File: src/rtl/rc5ir_pkg.sv
// ----------------------------------------------------------------------------
// RC5 IR frame receiver package
// Register map, reset values and frame layout constants.
// ----------------------------------------------------------------------------
`default_nettype none

package rc5ir_pkg;

  localparam int unsigned CfgAddrW = 5;
  localparam int unsigned CfgDataW = 32;
  localparam int unsigned TickW    = 16;
  localparam int unsigned AddrW    = 5;
  localparam int unsigned ShiftW   = 15;
  localparam int unsigned FrameW   = 14;
  localparam int unsigned CodeW    = 6;

  // register indexes (byte address = 4 * index)
  localparam logic [2:0] REG_PULSE_MIN  = 3'd0;
  localparam logic [2:0] REG_PULSE_LONG = 3'd1;
  localparam logic [2:0] REG_PULSE_MAX  = 3'd2;
  localparam logic [2:0] REG_ADDR_LOW   = 3'd3;
  localparam logic [2:0] REG_ADDR_HIGH  = 3'd4;

  localparam logic [TickW-1:0] PULSE_MIN_RST  = 16'd14;
  localparam logic [TickW-1:0] PULSE_LONG_RST = 16'd28;
  localparam logic [TickW-1:0] PULSE_MAX_RST  = 16'd43;
  localparam logic [AddrW-1:0] ADDR_LOW_RST   = 5'd20;
  localparam logic [AddrW-1:0] ADDR_HIGH_RST  = 5'd31;

  // frame layout within the shift register
  localparam int unsigned BIT_OVER = 14;
  localparam int unsigned BIT_FULL = 13;
  localparam int unsigned ADDR_LSB = 6;

  // input request kinds
  localparam logic CMD_TICK = 1'b0;
  localparam logic CMD_READ = 1'b1;

endpackage

`default_nettype wire

File: src/rtl/rc5_ir_frame_receiver.sv
// ----------------------------------------------------------------------------
// RC5 IR frame receiver
// Result in the cycle after an accepted request; one request per cycle unless out_stall holds a pending result.
// Rate set by the single state update (counter, compares, shift) per request.
// Synchronous active-low reset clears state, registers to defaults, no frame.
// ----------------------------------------------------------------------------
`default_nettype none

module rc5_ir_frame_receiver
  import rc5ir_pkg::*;
(
  input  wire logic                clk,
  input  wire logic                rst_n,
  // request channel
  input  wire logic                in_valid,
  output logic                     in_stall,
  input  wire logic                in_command,
  input  wire logic                in_pin_level,
  // result channel
  output logic                     out_valid,
  input  wire logic                out_stall,
  output logic                     out_has_command,
  output logic [CodeW-1:0]         out_command_code,
  // configuration port
  input  wire logic                psel,
  input  wire logic                penable,
  input  wire logic                pwrite,
  input  wire logic [CfgAddrW-1:0] paddr,
  input  wire logic [CfgDataW-1:0] pwdata,
  output logic [CfgDataW-1:0]      prdata,
  output logic                     pready
);

  logic [TickW-1:0]  pulse_min_r, pulse_long_r, pulse_max_r;
  logic [AddrW-1:0]  addr_low_r, addr_high_r;

  logic              last_level_r, last_level_nxt;
  logic [TickW-1:0]  pulse_cnt_r, pulse_cnt_nxt;
  logic [ShiftW-1:0] shift_r, shift_nxt;
  logic [FrameW-1:0] frame_r, frame_nxt;

  logic              out_valid_r;
  logic              out_has_r, out_has_nxt;
  logic [CodeW-1:0]  out_code_r, out_code_nxt;

  logic              in_acc;
  logic              cfg_wr;
  logic [2:0]        cfg_idx;

  assign pready  = 1'b1;
  assign cfg_wr  = psel && penable && pwrite;
  assign cfg_idx = paddr[CfgAddrW-1:2];

  // result register frees itself when its content is taken
  assign in_stall = out_valid_r && out_stall;
  assign in_acc   = in_valid && !in_stall;

  always_comb begin
    prdata = '0;
    case (cfg_idx)
      REG_PULSE_MIN:  prdata = {{(CfgDataW-TickW){1'b0}}, pulse_min_r};
      REG_PULSE_LONG: prdata = {{(CfgDataW-TickW){1'b0}}, pulse_long_r};
      REG_PULSE_MAX:  prdata = {{(CfgDataW-TickW){1'b0}}, pulse_max_r};
      REG_ADDR_LOW:   prdata = {{(CfgDataW-AddrW){1'b0}}, addr_low_r};
      REG_ADDR_HIGH:  prdata = {{(CfgDataW-AddrW){1'b0}}, addr_high_r};
      default:        prdata = '0;
    endcase
  end

  always_ff @(posedge clk) begin
    if (!rst_n) begin
      pulse_min_r  <= PULSE_MIN_RST;
      pulse_long_r <= PULSE_LONG_RST;
      pulse_max_r  <= PULSE_MAX_RST;
      addr_low_r   <= ADDR_LOW_RST;
      addr_high_r  <= ADDR_HIGH_RST;
    end else if (cfg_wr) begin
      case (cfg_idx)
        REG_PULSE_MIN:  pulse_min_r  <= pwdata[TickW-1:0];
        REG_PULSE_LONG: pulse_long_r <= pwdata[TickW-1:0];
        REG_PULSE_MAX:  pulse_max_r  <= pwdata[TickW-1:0];
        REG_ADDR_LOW:   addr_low_r   <= pwdata[AddrW-1:0];
        REG_ADDR_HIGH:  addr_high_r  <= pwdata[AddrW-1:0];
        default: ;
      endcase
    end
  end

  // one request: counter, frame-end check, edge handling, read-and-clear
  always_comb begin
    logic [TickW-1:0]  cnt;
    logic [ShiftW-1:0] sr;
    logic [AddrW-1:0]  addr;

    last_level_nxt = last_level_r;
    pulse_cnt_nxt  = pulse_cnt_r;
    shift_nxt      = shift_r;
    frame_nxt      = frame_r;
    out_has_nxt    = 1'b0;
    out_code_nxt   = '0;

    cnt  = (pulse_cnt_r != {TickW{1'b1}}) ? pulse_cnt_r + 16'd1 : pulse_cnt_r;
    sr   = shift_r;
    addr = shift_r[ADDR_LSB +: AddrW];

    if (in_command == CMD_TICK) begin
      if (cnt > pulse_max_r) begin
        if (!sr[BIT_OVER] && sr[BIT_FULL] && addr >= addr_low_r && addr <= addr_high_r)
          frame_nxt = sr[FrameW-1:0];
        sr = '0;
      end

      if (in_pin_level != last_level_r) begin
        last_level_nxt = in_pin_level;
        if (cnt < pulse_min_r)
          sr = '0;
        if (sr == '0 || cnt > pulse_long_r) begin
          // a full register stops shifting but still takes the new bit
          if (!sr[BIT_OVER])
            sr = {sr[ShiftW-2:0], 1'b0};
          if (!in_pin_level)
            sr[0] = 1'b1;
          cnt = '0;
        end
      end

      pulse_cnt_nxt = cnt;
      shift_nxt     = sr;
    end else if (frame_r != '0) begin
      out_has_nxt  = 1'b1;
      out_code_nxt = frame_r[CodeW-1:0];
      frame_nxt    = '0;
    end
  end

  always_ff @(posedge clk) begin
    if (!rst_n) begin
      last_level_r <= 1'b0;
      pulse_cnt_r  <= '0;
      shift_r      <= '0;
      frame_r      <= '0;
      out_valid_r  <= 1'b0;
    end else begin
      if (in_acc) begin
        last_level_r <= last_level_nxt;
        pulse_cnt_r  <= pulse_cnt_nxt;
        shift_r      <= shift_nxt;
        frame_r      <= frame_nxt;
        out_valid_r  <= 1'b1;
      end else if (!out_stall) begin
        out_valid_r  <= 1'b0;
      end
    end
  end

  always_ff @(posedge clk) begin
    if (in_acc) begin
      out_has_r  <= out_has_nxt;
      out_code_r <= out_code_nxt;
    end
  end

  assign out_valid        = out_valid_r;
  assign out_has_command  = out_has_r;
  assign out_command_code = out_code_r;

endmodule

`default_nettype wire

File: config.mk
export PLATFORM = sky130hd
export DESIGN_NAME = rc5_ir_frame_receiver
export DESIGN_NICKNAME = d
export VERILOG_FILES = /design/src/rtl/rc5ir_pkg.sv /design/src/rtl/rc5_ir_frame_receiver.sv
export SDC_FILE = /design/constraint.sdc
export NUM_CORES = 1
export LEC_CHECK = 0
export ABC_AREA = 1
export BUFFER_PORTS_ARGS = -buffer_cell sky130_fd_sc_hd__buf_2
export CAP_MARGIN = 20
export CORE_AREA = 2 2 98 119
export DETAILED_ROUTE_END_ITERATION = 16
export DIE_AREA = 0 0 100 121
export PLACE_DENSITY = 0.9
export SLEW_MARGIN = 10
export SYNTH_ARGS = -nofsm -noshare
export SYNTH_HDL_FRONTEND = slang
export SYNTH_SLANG_ARGS = --single-unit
File: constraint.sdc
create_clock -name clk -period 8 [get_ports clk]
set_input_delay 1.6 -clock clk [delete_from_list [all_inputs] [get_ports clk]]
set_output_delay 1.6 -clock clk [all_outputs]
set_load 0.03 [all_outputs]
==> key figures, run 1 <==
Detailed routing
  – Final WL: about 17 mm
  – Drt initial violations: 510
  – DR WL/cell: 15.1 um
  – Drt pass-1 iters: 6
  – Drt via density: 5.83
  – Remaining antenna violation count: 0
  – DRC: 0
  – Vias post-DR: 6371

Pwr
  – Worst vdd ir: 0.0000948 V
  – Register share of total power: 0.488
  – NetSw: 311 uW
  – Leakage: 3.24 nW
  – Comb pwr share: 0.105
  – Switch share: 0.261
  – Clock power frac: 0.408
  – PD cells: 163 nW/um2
  – Internal power: 881 uW

Clocking
  – Max Buffers Root-to-Sink: 2
  – Clk sinks: 112
  – Reg clk slew, reported paths: about 0.08 ns
  – Clk_lat worst skew: ~0.36 ns
  – TritonCTS clock tree: built
  – Post-CTS Hold Fix Bufs: 0
  – Postcts setup bufs: 0
  – Number of H-tree levels: 3
  – CTS Buf Count: 9
  – Clock root cell: clkbuf_16
  – Post-cts gate resize count: 0

Critical path
  – Worst Path Arrival: 5.52 ns
  – Most used cell, CP: nor2_1
  – CP Launch Type: register
  – Setup Crit Path Kind: register to register
  – Crit path required time: 8.29 ns
  – WP buf/inv: 1
  – Top cell family by delay on the critical path: simple AND/OR/NAND/NOR gates
  – CP endpoint kind: register
  – CP max FO: 18
  – Slowest Stage Delay on Critical Path: ~0.4 ns
  – Cell at the slowest stage of the critical path: inv_1

Timing
  – Final setup violation count: 0
  – Worst Max-Slew Pin Slew: 1.04 ns
  – Final-report hold violation count: 0
  – Slew margin rel.: 0.301
  – Setup_tns: 0 ns
  – Clock skew: 0.0124 ns
  – Fmax: roughly 0.19 GHz
  – Period utilisation layout: 0.653
  – RSZ-0062 raised after global routing: no
  – Final worst path period need: roughly 5.2 ns
  – Max-slew violations: 0
  – WHS: ~0.47 ns

Global routing
  – Grt ovf: 0
  – First-pass GRT wire length: approximately 28 mm
  – Largest net degree at the start of global routing: 68
  – Initial antenna violation count: 0
  – Number of global-route vias before repair: around 6k
  – Total GRT Usage: 0.284

Cells and area
  – Layout cell share with drive strength beyond 1: 0.124
  – Post-route insts no fill: 1093
  – Final core utilization: 0.669
  – Layout Area Growth over Synthesis: 8.27%
  – Nets: 1060
  – Antenna Cells: 0
  – Fill cells: 897
  – Fin area: 7310 um2

Synthesis
  – Top-count cell post-synth: nand2_1
  – FFs w/ async S/R, synth: 0
  – Seq/Total Area, Yosys: 0.342
  – Mapped Cells: 925
  – Yosys reg bits: 112
  – Post-synth top cells: 149 x nand2_1, 126 x inv_1, 105 x dfxtp_1
  – Top FF cell, synth: dfxtp_1
  – Synth cell types: 42
  – Ys Warns: 0
  – Syn Area/Cell: roughly 7.3 um2
  – Post-synth EDFFs: 7
  – Top cell type's share of synthesized area: 0.311
  – Netlist Area Pre-Place: just under 7000 um2
  – Synth top area cells: dfxtp_1 31%, ha_1 11%, nand2_1 8.3%
  – Area leader, netlist: dfxtp_1

Floorplan
  – Starting Density: 0.618
  – Die area: approximately 12000 um2
  – Chip width: 100 um
  – Rows: 42
  – Top Ports: 88
  – DIE HEIGHT: 121 um
  – Core Box Area: roughly 11000 um2

Placed design
  – PortBufs: 52
  – Dpl cell area: 6990 um2
  – Dpl hpwl: 11.4 mm
  – Gpl congestion: 0.868
  – Placed cells: about 1.1k

Min path
  – Hold Path Class: register to register

Flow run
  – Max-cap violations: 0

Outcome
  – Status: complete, no violations
cells by family after synthesis:
logic type	Yosys count	share of synthesized area
compound gates	247	0.213
xor+xnor	12	0.0156
fa+ha+maj	58	0.107
buf+inv	180	0.114
flops	112	0.342
other cells	2	0.00111
simple gates	314	0.207
registers in the layout, summed over array words and instances (netlist names), 6 cells and up:
register          cells
shift_r              15
pulse_cnt_r          16
frame_r              14
out_command_code      6
pulse_max_r          16
pulse_min_r          16
pulse_long_r         16
metal layers:
layer / vias to the layer above / part of all wire / GRT usage / routed length, um
met5: - / 0 / 0 / 0
met4: 0 / 0.040 / 0.147 / 655
met3: 52 / 0.058 / 0.0334 / 954
met2: 275 / 0.51 / 0.501 / 8370
met1: 2905 / 0.40 / 0.335 / 6560
li1: 3139 / - / - / -
cell usage in the layout (no fill, tap or decap), types with 2 or more instances in the layout:
cell / instances
buf_4: 6
ha_1: 58
nor4_1: 2
buf_2: 52
clkinv_1: 2
edfxtp_1: 7
bufinv_16: 2
nand2_2: 17
o221ai_1: 13
nor3_1: 12
nor2_2: 4
xor2_1: 5
a21oi_2: 10
nand3_2: 9
nand3_1: 45
inv_1: 126
a211oi_1: 2
clkbuf_16: 9
o22ai_1: 2
a221oi_1: 5
nor2_1: 66
dfxtp_1: 105
nand4_1: 7
o21ai_1: 3
o21ai_0: 82
a21oi_1: 98
a22oi_1: 13
xnor2_1: 7
nand2_1: 149
o211ai_1: 10
o21ai_2: 3
conb_1: 17
power by group through the flow:
| stage | sequential (mW) | combinational [mW] | clock, mW |
|---|---|---|---|
| after CTS | 0.581 | 0.123 | 0.486 |
| after global placement | 0.594 | 0.119 | 0 |
| after floorplan | 0.596 | 0.0906 | 0 |
| final | 0.581 | 0.125 | 0.486 |
| after detailed placement | 0.594 | 0.122 | 0 |
| after global routing | 0.582 | 0.138 | 0.514 |
final cells by class:
type	count	area [um2]	share of cell area
Multi-Input combinational cell	648	3730	0.510
Sequential cell	112	2310	0.316
Inverter	127	477	0.0652
Timing Repair Buffer	58	305	0.0418
Clock buffer	9	225	0.0308
Tap cell	132	165	0.0226
Clock inverter	7	93.8	0.0128
stage by stage:
step / total power, mW / worst slack (ns)
2_1_floorplan: 0.686 / 3.67
3_3_place_gp: 0.712 / 3.04
3_5_place_dp: 0.716 / 2.95
4_1_cts: 1.19 / 2.89
5_1_grt: 1.23 / 2.22
6_report: 1.19 / 2.78
worst min-delay path, stage by stage, from the launching register on:
cell and delay, ns:
dfxtp_1 0.32, nand2_1 0.06, a21oi_1 0.06
final timing paths:
kind / startpoint / cells after the start / to / slack (ns)
max reg2reg: pulse_cnt_r[0]$_SDFFE_PN0P_ / 29 / shift_r[4]$_SDFFE_PN0P_ / 2.78
max: pulse_cnt_r[0]$_SDFFE_PN0P_ / 29 / shift_r[4]$_SDFFE_PN0P_ / 2.78
min reg2reg: pulse_cnt_r[3]$_SDFFE_PN0P_ / 2 / pulse_cnt_r[3]$_SDFFE_PN0P_ / 0.47
min: pulse_cnt_r[3]$_SDFFE_PN0P_ / 2 / pulse_cnt_r[3]$_SDFFE_PN0P_ / 0.47
Note: power is estimated with default switching activity, not from simulation.
==> run 2, diff against run 1 <==
- CORE_AREA: 2 2 98 119 -> 2 2 107 129
- DIE_AREA: 0 0 100 121 -> 0 0 109 131
- PLACE_DENSITY: 0.9 -> 0.82
- clock period: 8 -> 4.3 ns (I/O delays scaled with it)
==> key figures, run 2 (same netlist as run 1, synthesis figures left out) <==
Clocking
  – Clk_lat worst skew: 0.36 ns (about the same)
  – Clk sinks: 112 (unchanged)
  – Post-CTS Hold Fix Bufs: 0 (unchanged)
  – Number of H-tree levels: 3 (unchanged)
  – Reg clk slew, reported paths: 0.08 ns (about the same)
  – Clock root cell: clkbuf_16
  – TritonCTS clock tree: built
  – Max Buffers Root-to-Sink: 2 (unchanged)
  – CTS Buf Count: 9 (unchanged)

Min path
  – Min-Delay Endpoint: pulse_cnt_r[3]$_SDFFE_PN0P_
  – Hold Path Class: register to register
  – Hold wc startpoint: pulse_cnt_r[3]$_SDFFE_PN0P_
  – Hold path depth: 2 (unchanged)

Detailed routing
  – Vias post-DR: 6726 (+5.6%)
  – Wl on met1: 7.31 mm (+11%)
  – DRC: 0 (unchanged)
  – Remaining antenna violation count: 0 (unchanged)
  – Highest routed metal layer: met4
  – Drt pass-1 iters: 8 (+2)
  – Met3 Wirelength: 947 um (-0.73%)
  – Met2 routed WL: 9.24 mm (+10%)
  – Drt via density: 5.64 (-3.2%)
  – Drt initial violations: 559 (+9.6%)
  – Final WL: 18.5 mm (+12%)
  – DR WL/cell: 15.5 um (+2.3%)

Pwr
  – PD cells: 280 nW/um2 (+72%)
  – Switch share: 0.260 (-0.000604)
  – Clock power frac: 0.409 (about the same)
  – Internal power: 1.67 mW (+90%)
  – Register share of total power: 0.479 (-0.009)
  – Final Power: 2.26 mW (+89%)
  – Worst vdd ir: 0.000171 V (+81%)
  – Leakage: 3.60 nW (+11%)
  – Comb pwr share: 0.112 (+0.007)
  – NetSw: 587 uW (+89%)

Floorplan
  – DIE HEIGHT: 131 um (+8.3%)
  – Chip width: 109 um (+9.0%)
  – Top Ports: 88 (unchanged)
  – Rows: 46 (+9.5%)
  – Starting Density: 0.517 (-0.101)
  – Die area: 14300 um2 (+18%)
  – Core Box Area: 13100 um2 (+20%)

Cells and area
  – Nets: 1123 (+5.9%)
  – Final core utilization: 0.618 (-0.0511)
  – Commonest non-fill, non-tap cell in the layout: nand2_1
  – Layout Area Growth over Synthesis: 19.5%
  – Antenna Cells: 0 (unchanged)
  – Layout cell share with drive strength beyond 1: 0.210 (+0.0861)
  – Most frequent cells in the layout: 146 x nand2_1, 125 x inv_1, 102 x dfxtp_1

Critical path
  – Worst R2R Start: pulse_cnt_r[0]$_SDFFE_PN0P_
  – Worst R2R Path Depth: 28 (-3.4%)
  – Reg2reg end: pulse_cnt_r[14]$_SDFFE_PN0P_
  – Worst Path Arrival: 4.48 ns (-1.04 ns)
  – Worst R2R Setup Slack: 0.10 ns (-2.67 ns)
  – Crit path required time: 4.58 ns (-3.71 ns)
  – CP Launch Type: register
  – Setup Crit Path Kind: register to register
  – Slowest Stage Delay on Critical Path: 0.34 ns (-0.06 ns)
  – CP max FO: 16 (-2)
  – CP endpoint kind: register
  – Cell at the slowest stage of the critical path: dfxtp_2

Timing
  – Setup_tns: 0 ns (unchanged)
  – Fmax: 0.238 GHz (+24%)
  – Worst Max-Slew Pin Slew: 0.778 ns (-0.263 ns)
  – Final-report hold violation count: 0 (unchanged)
  – Max-slew violations: 0 (unchanged)
  – Final worst path period need: 4.20 ns (-1.03 ns)
  – Slew margin rel.: 0.481 (+0.180)
  – Period utilisation layout: 0.977 (+0.323)
  – Final setup violation count: 0 (unchanged)
  – Clock skew: 0.0157 ns (+0.00328 ns)

Outcome
  – Status: complete, no violations

Global routing
  – Number of global-route vias before repair: 6443 (+7.8%)
  – First-pass GRT wire length: 29.2 mm (+6.1%)
  – Grt ovf: 0 (unchanged)
  – Largest net degree at the start of global routing: 46 (-32%)
  – Total GRT Usage: 0.256 (-0.0280)
  – Initial antenna violation count: 0 (unchanged)

Placed design
  – PortBufs: 52 (unchanged)
  – Dpl hpwl: 12.5 mm (+9.3%)
  – Gpl congestion: 0.914 (+5.2%)

Flow run
  – Max-cap violations: 0 (unchanged)
run 2: cell types whose count changed in the layout (fill, tap and decap cells not counted), sizes merged:
cell / before / now
buf: 58 / 120
clkbuf: 9 / 12
clkinvlp: 1 / 2
clkinv: 4 / 1
run 2: final cells by class:
class | instances | area [um2]
Clock buffer | 12 | 246
Clock inverter | 4 | 76.3
Fill cell | 1112 | 5000
Inverter | 127 | 482
Multi-Input combinational cell | 648 | 3950
Sequential cell | 112 | 2320
Tap cell | 168 | 210
Timing Repair Buffer | 120 | 778
Timing Repair inverter | 1 | 7.51
run 2: power groups by stage:
stage / Combinational [mW] / Clock (mW) / Sequential (mW)
3_5_place_dp: 0.239 / 0 / 1.10
6_report: 0.252 / 0.923 / 1.08
3_3_place_gp: 0.234 / 0 / 1.10
4_1_cts: 0.243 / 0.924 / 1.08
2_1_floorplan: 0.169 / 0 / 1.11
5_1_grt: 0.278 / 0.964 / 1.08
run 2: worst max path at each step:
stage | start | endpoint | slack, ns | cells past startpoint
after floorplan | pulse_cnt_r[0]$_SDFFE_PN0P_ | pulse_cnt_r[7]$_SDFFE_PN0P_ | 0.17 | 30
after global placement | pulse_cnt_r[0]$_SDFFE_PN0P_ | shift_r[2]$_SDFFE_PN0P_ | -0.07 | 29
after detailed placement | pulse_cnt_r[0]$_SDFFE_PN0P_ | shift_r[10]$_SDFFE_PN0P_ | -0.18 | 30
after CTS | pulse_cnt_r[0]$_SDFFE_PN0P_ | shift_r[11]$_SDFFE_PN0P_ | 0.02 | 30
after global routing | pulse_cnt_r[1]$_SDFFE_PN0P_ | pulse_cnt_r[14]$_SDFFE_PN0P_ | -0.16 | 28
final | pulse_cnt_r[0]$_SDFFE_PN0P_ | pulse_cnt_r[14]$_SDFFE_PN0P_ | 0.10 | 28
run 2: stage by stage:
step	hold WS, ns	cells	area (um2)	setup slack (ns)
5_1_grt	0.495	1192	8070	-0.156
6_report	0.471	1192	8070	0.101
3_3_place_gp	0.456	1172	7480	-0.0668
4_1_cts	0.467	1188	7830	0.0249
2_1_floorplan	0.445	940	6810	0.170
3_5_place_dp	0.457	1172	7480	-0.185
run 2: worst max-delay path: cells and delay by family, from the launching register on:
family,cells,cell delay (ns)
buffers and inverters,1,0.17
AND/OR/NAND/NOR,20,2.40
AO/OA/AOI/OAI,5,0.74
flip-flops,1,0.34
adder cells (fa/ha/maj),2,0.45
run 2: timing repair:
| action | in CTS | in global routing |
|---|---|---|
| gates cloned | 0 | 1 |
| setup buffers | 0 | 3 |
| pin swaps | 0 | 20 |
| gates resized for setup | 9 | 49 |
| setup endpoints to repair | 31 | 31 |
run 2: metal layers:
metal  up-vias  GRT usage
met2       243      0.456
met5         -          0
li1       3268          -
met1      3138      0.288
met4         0      0.150
met3        77     0.0357
==> run 3, diff against run 2 <==
- CORE_AREA: 2 2 107 129 -> 2 2 98 119
- DIE_AREA: 0 0 109 131 -> 0 0 100 121
- PLACE_DENSITY: 0.82 -> 0.9
- clock period: 4.3 -> 5.12 ns (I/O delays scaled with it)
==> key figures, run 3 (same netlist as run 1, synthesis figures left out) <==
Outcome
  – Status: complete, no violations

Timing
  – Period utilisation layout: 0.934 (-0.0422)
  – Worst Max-Slew Pin Slew: 0.783 ns (+0.00460 ns)
  – Clock skew: 0.0113 ns (-0.00437 ns)
  – Slew margin rel.: 0.477 (-0.00307)
  – Final setup violation count: 0 (unchanged)
  – Max-slew violations: 0 (unchanged)
  – Final worst path period need: 4.78 ns (+0.585 ns)
  – Fmax: 0.209 GHz (-12%)
  – Final-report hold violation count: 0 (unchanged)

Floorplan
  – Rows: 42 (-8.7%)
  – Starting Density: 0.618 (+0.101)
  – Core Box Area: 10900 um2 (-16%)
  – Die area: 12100 um2 (-15%)
  – DIE HEIGHT: 121 um (-7.6%)
  – Chip width: 100 um (-8.3%)
  – Top Ports: 88 (unchanged)

Min path
  – Hold path depth: 2 (unchanged)
  – Min-Delay Endpoint: pulse_cnt_r[3]$_SDFFE_PN0P_
  – Hold Path Class: register to register
  – Hold wc startpoint: pulse_cnt_r[3]$_SDFFE_PN0P_

Placed design
  – PortBufs: 52 (unchanged)
  – Placed cells: 1086 (-7.3%)
  – Dpl hpwl: 11.6 mm (-6.8%)
  – Gpl congestion: 0.881 (-3.6%)

Detailed routing
  – Drt pass-1 iters: 6 (-2)
  – Drt initial violations: 514 (-8.1%)
  – Drt via density: 5.82 (+3.1%)
  – Remaining antenna violation count: 0 (unchanged)
  – Vias post-DR: 6426 (-4.5%)
  – DR WL/cell: 14.9 um (-3.6%)
  – Final WL: 16.5 mm (-11%)
  – DRC: 0 (unchanged)

Flow run
  – Max-cap violations: 0 (unchanged)

Cells and area
  – Commonest non-fill, non-tap cell in the layout: nand2_1
  – Layout Area Growth over Synthesis: 9.79%
  – Nets: 1072 (-4.5%)
  – Layout cell share with drive strength beyond 1: 0.139 (-0.0712)
  – Most frequent cells in the layout: 149 x nand2_1, 125 x inv_1, 105 x dfxtp_1
  – Final core utilization: 0.678 (+0.0605)
  – Post-route insts no fill: 1105 (-7.3%)
  – Antenna Cells: 0 (unchanged)

Pwr
  – PD cells: 246 nW/um2 (-12%)
  – Leakage: 3.28 nW (-8.9%)
  – Final Power: 1.82 mW (-19%)
  – Worst vdd ir: 0.000159 V (-7.4%)

Critical path
  – Cell at the slowest stage of the critical path: dfxtp_1
  – Reg2reg end: pulse_cnt_r[0]$_SDFFE_PN0P_
  – Worst Path Arrival: 5.07 ns (+0.59 ns)
  – Slowest Stage Delay on Critical Path: 0.36 ns (+0.02 ns)
  – Crit path required time: 5.41 ns (+0.83 ns)
  – CP Launch Type: register
  – Worst R2R Start: pulse_cnt_r[0]$_SDFFE_PN0P_
  – Worst R2R Setup Slack: 0.34 ns (+0.24 ns)
  – Worst R2R Path Depth: 30 (+7.1%)
  – CP max FO: 16 (unchanged)
  – CP endpoint kind: register
  – Setup Crit Path Kind: register to register

Clocking
  – Max Buffers Root-to-Sink: 2 (unchanged)
  – Number of H-tree levels: 3 (unchanged)
  – TritonCTS clock tree: built
  – Clk_lat worst skew: 0.36 ns (about the same)
  – Post-CTS Hold Fix Bufs: 0 (unchanged)
  – CTS Buf Count: 9 (unchanged)
  – Clock root cell: clkbuf_16
  – Clk sinks: 112 (unchanged)
  – Reg clk slew, reported paths: 0.08 ns (about the same)

Global routing
  – Number of global-route vias before repair: 5982 (-7.2%)
  – Grt ovf: 0 (unchanged)
  – First-pass GRT wire length: 27.2 mm (-6.7%)
  – Initial antenna violation count: 0 (unchanged)
  – Largest net degree at the start of global routing: 68 (+48%)
  – Total GRT Usage: 0.278 (+0.0228)
-- run 3: metrics by stage --
stage,setup TNS [ns],area [um2],hold slack [ns],setup WS [ns]
floorplan,0,6810,0.445,0.990
global placement,0,7060,0.453,0.360
detailed placement,0,7060,0.460,0.230
CTS,0,7350,0.471,0.129
global route,-0.791,7410,0.501,-0.0803
finish,0,7410,0.472,0.336
-- run 3: worst max-delay path by stage --
stage	from	end	slack, ns	depth (start not counted)
4_1_cts	pulse_cnt_r[0]$_SDFFE_PN0P_	shift_r[4]$_SDFFE_PN0P_	0.13	29
6_report	pulse_cnt_r[0]$_SDFFE_PN0P_	pulse_cnt_r[0]$_SDFFE_PN0P_	0.34	30
3_3_place_gp	pulse_cnt_r[0]$_SDFFE_PN0P_	shift_r[2]$_SDFFE_PN0P_	0.36	29
3_5_place_dp	pulse_cnt_r[0]$_SDFFE_PN0P_	shift_r[10]$_SDFFE_PN0P_	0.23	29
2_1_floorplan	pulse_cnt_r[0]$_SDFFE_PN0P_	pulse_cnt_r[7]$_SDFFE_PN0P_	0.99	30
5_1_grt	pulse_cnt_r[0]$_SDFFE_PN0P_	shift_r[1]$_SDFFE_PN0P_	-0.08	30
-- run 3: routing by layer --
layer | vias up | global-route usage | part of all wire
li1 | 3154 | - | -
met1 | 2942 | 0.325 | 0.40
met2 | 277 | 0.496 | 0.50
met3 | 53 | 0.0421 | 0.058
met4 | 0 | 0.132 | 0.041
met5 | - | 0 | 0
-- run 3: power breakdown --
| part | switching, mW | leakage (nW) | internal (mW) | total [mW] |
|---|---|---|---|---|
| logic | 0.143 | 2.22 | 0.0507 | 0.194 |
| clock network | 0.333 | 0.141 | 0.385 | 0.718 |
| registers | 0.0123 | 0.921 | 0.896 | 0.908 |
-- run 3: cell type report --
class / instances / area, um2
inverters: 127 / 480
well taps: 132 / 165
clock inverters: 5 / 63.8
fillers: 885 / 3520
repair buffers: 70 / 408
multi-input cells: 648 / 3750
clock buffers: 11 / 233
flip-flops and latches: 112 / 2310
-- run 3: what timing repair did --
action | in CTS | in global routing
setup endpoints to repair | 0 | 31
buffers inserted | 0 | 3
resized for setup | 0 | 6
hold endpoints to repair | 0 | 0
-- run 3: worst max-delay path, delay by kind of cell (launching register included) --
kind                     cells  cell delay (ns)
XOR/XNOR                     1             0.24
AO/OA/AOI/OAI                3             0.28
buffers and inverters        3             0.44
AND/OR/NAND/NOR             21             2.84
flip-flops                   1             0.36
adder cells (fa/ha/maj)      2             0.53
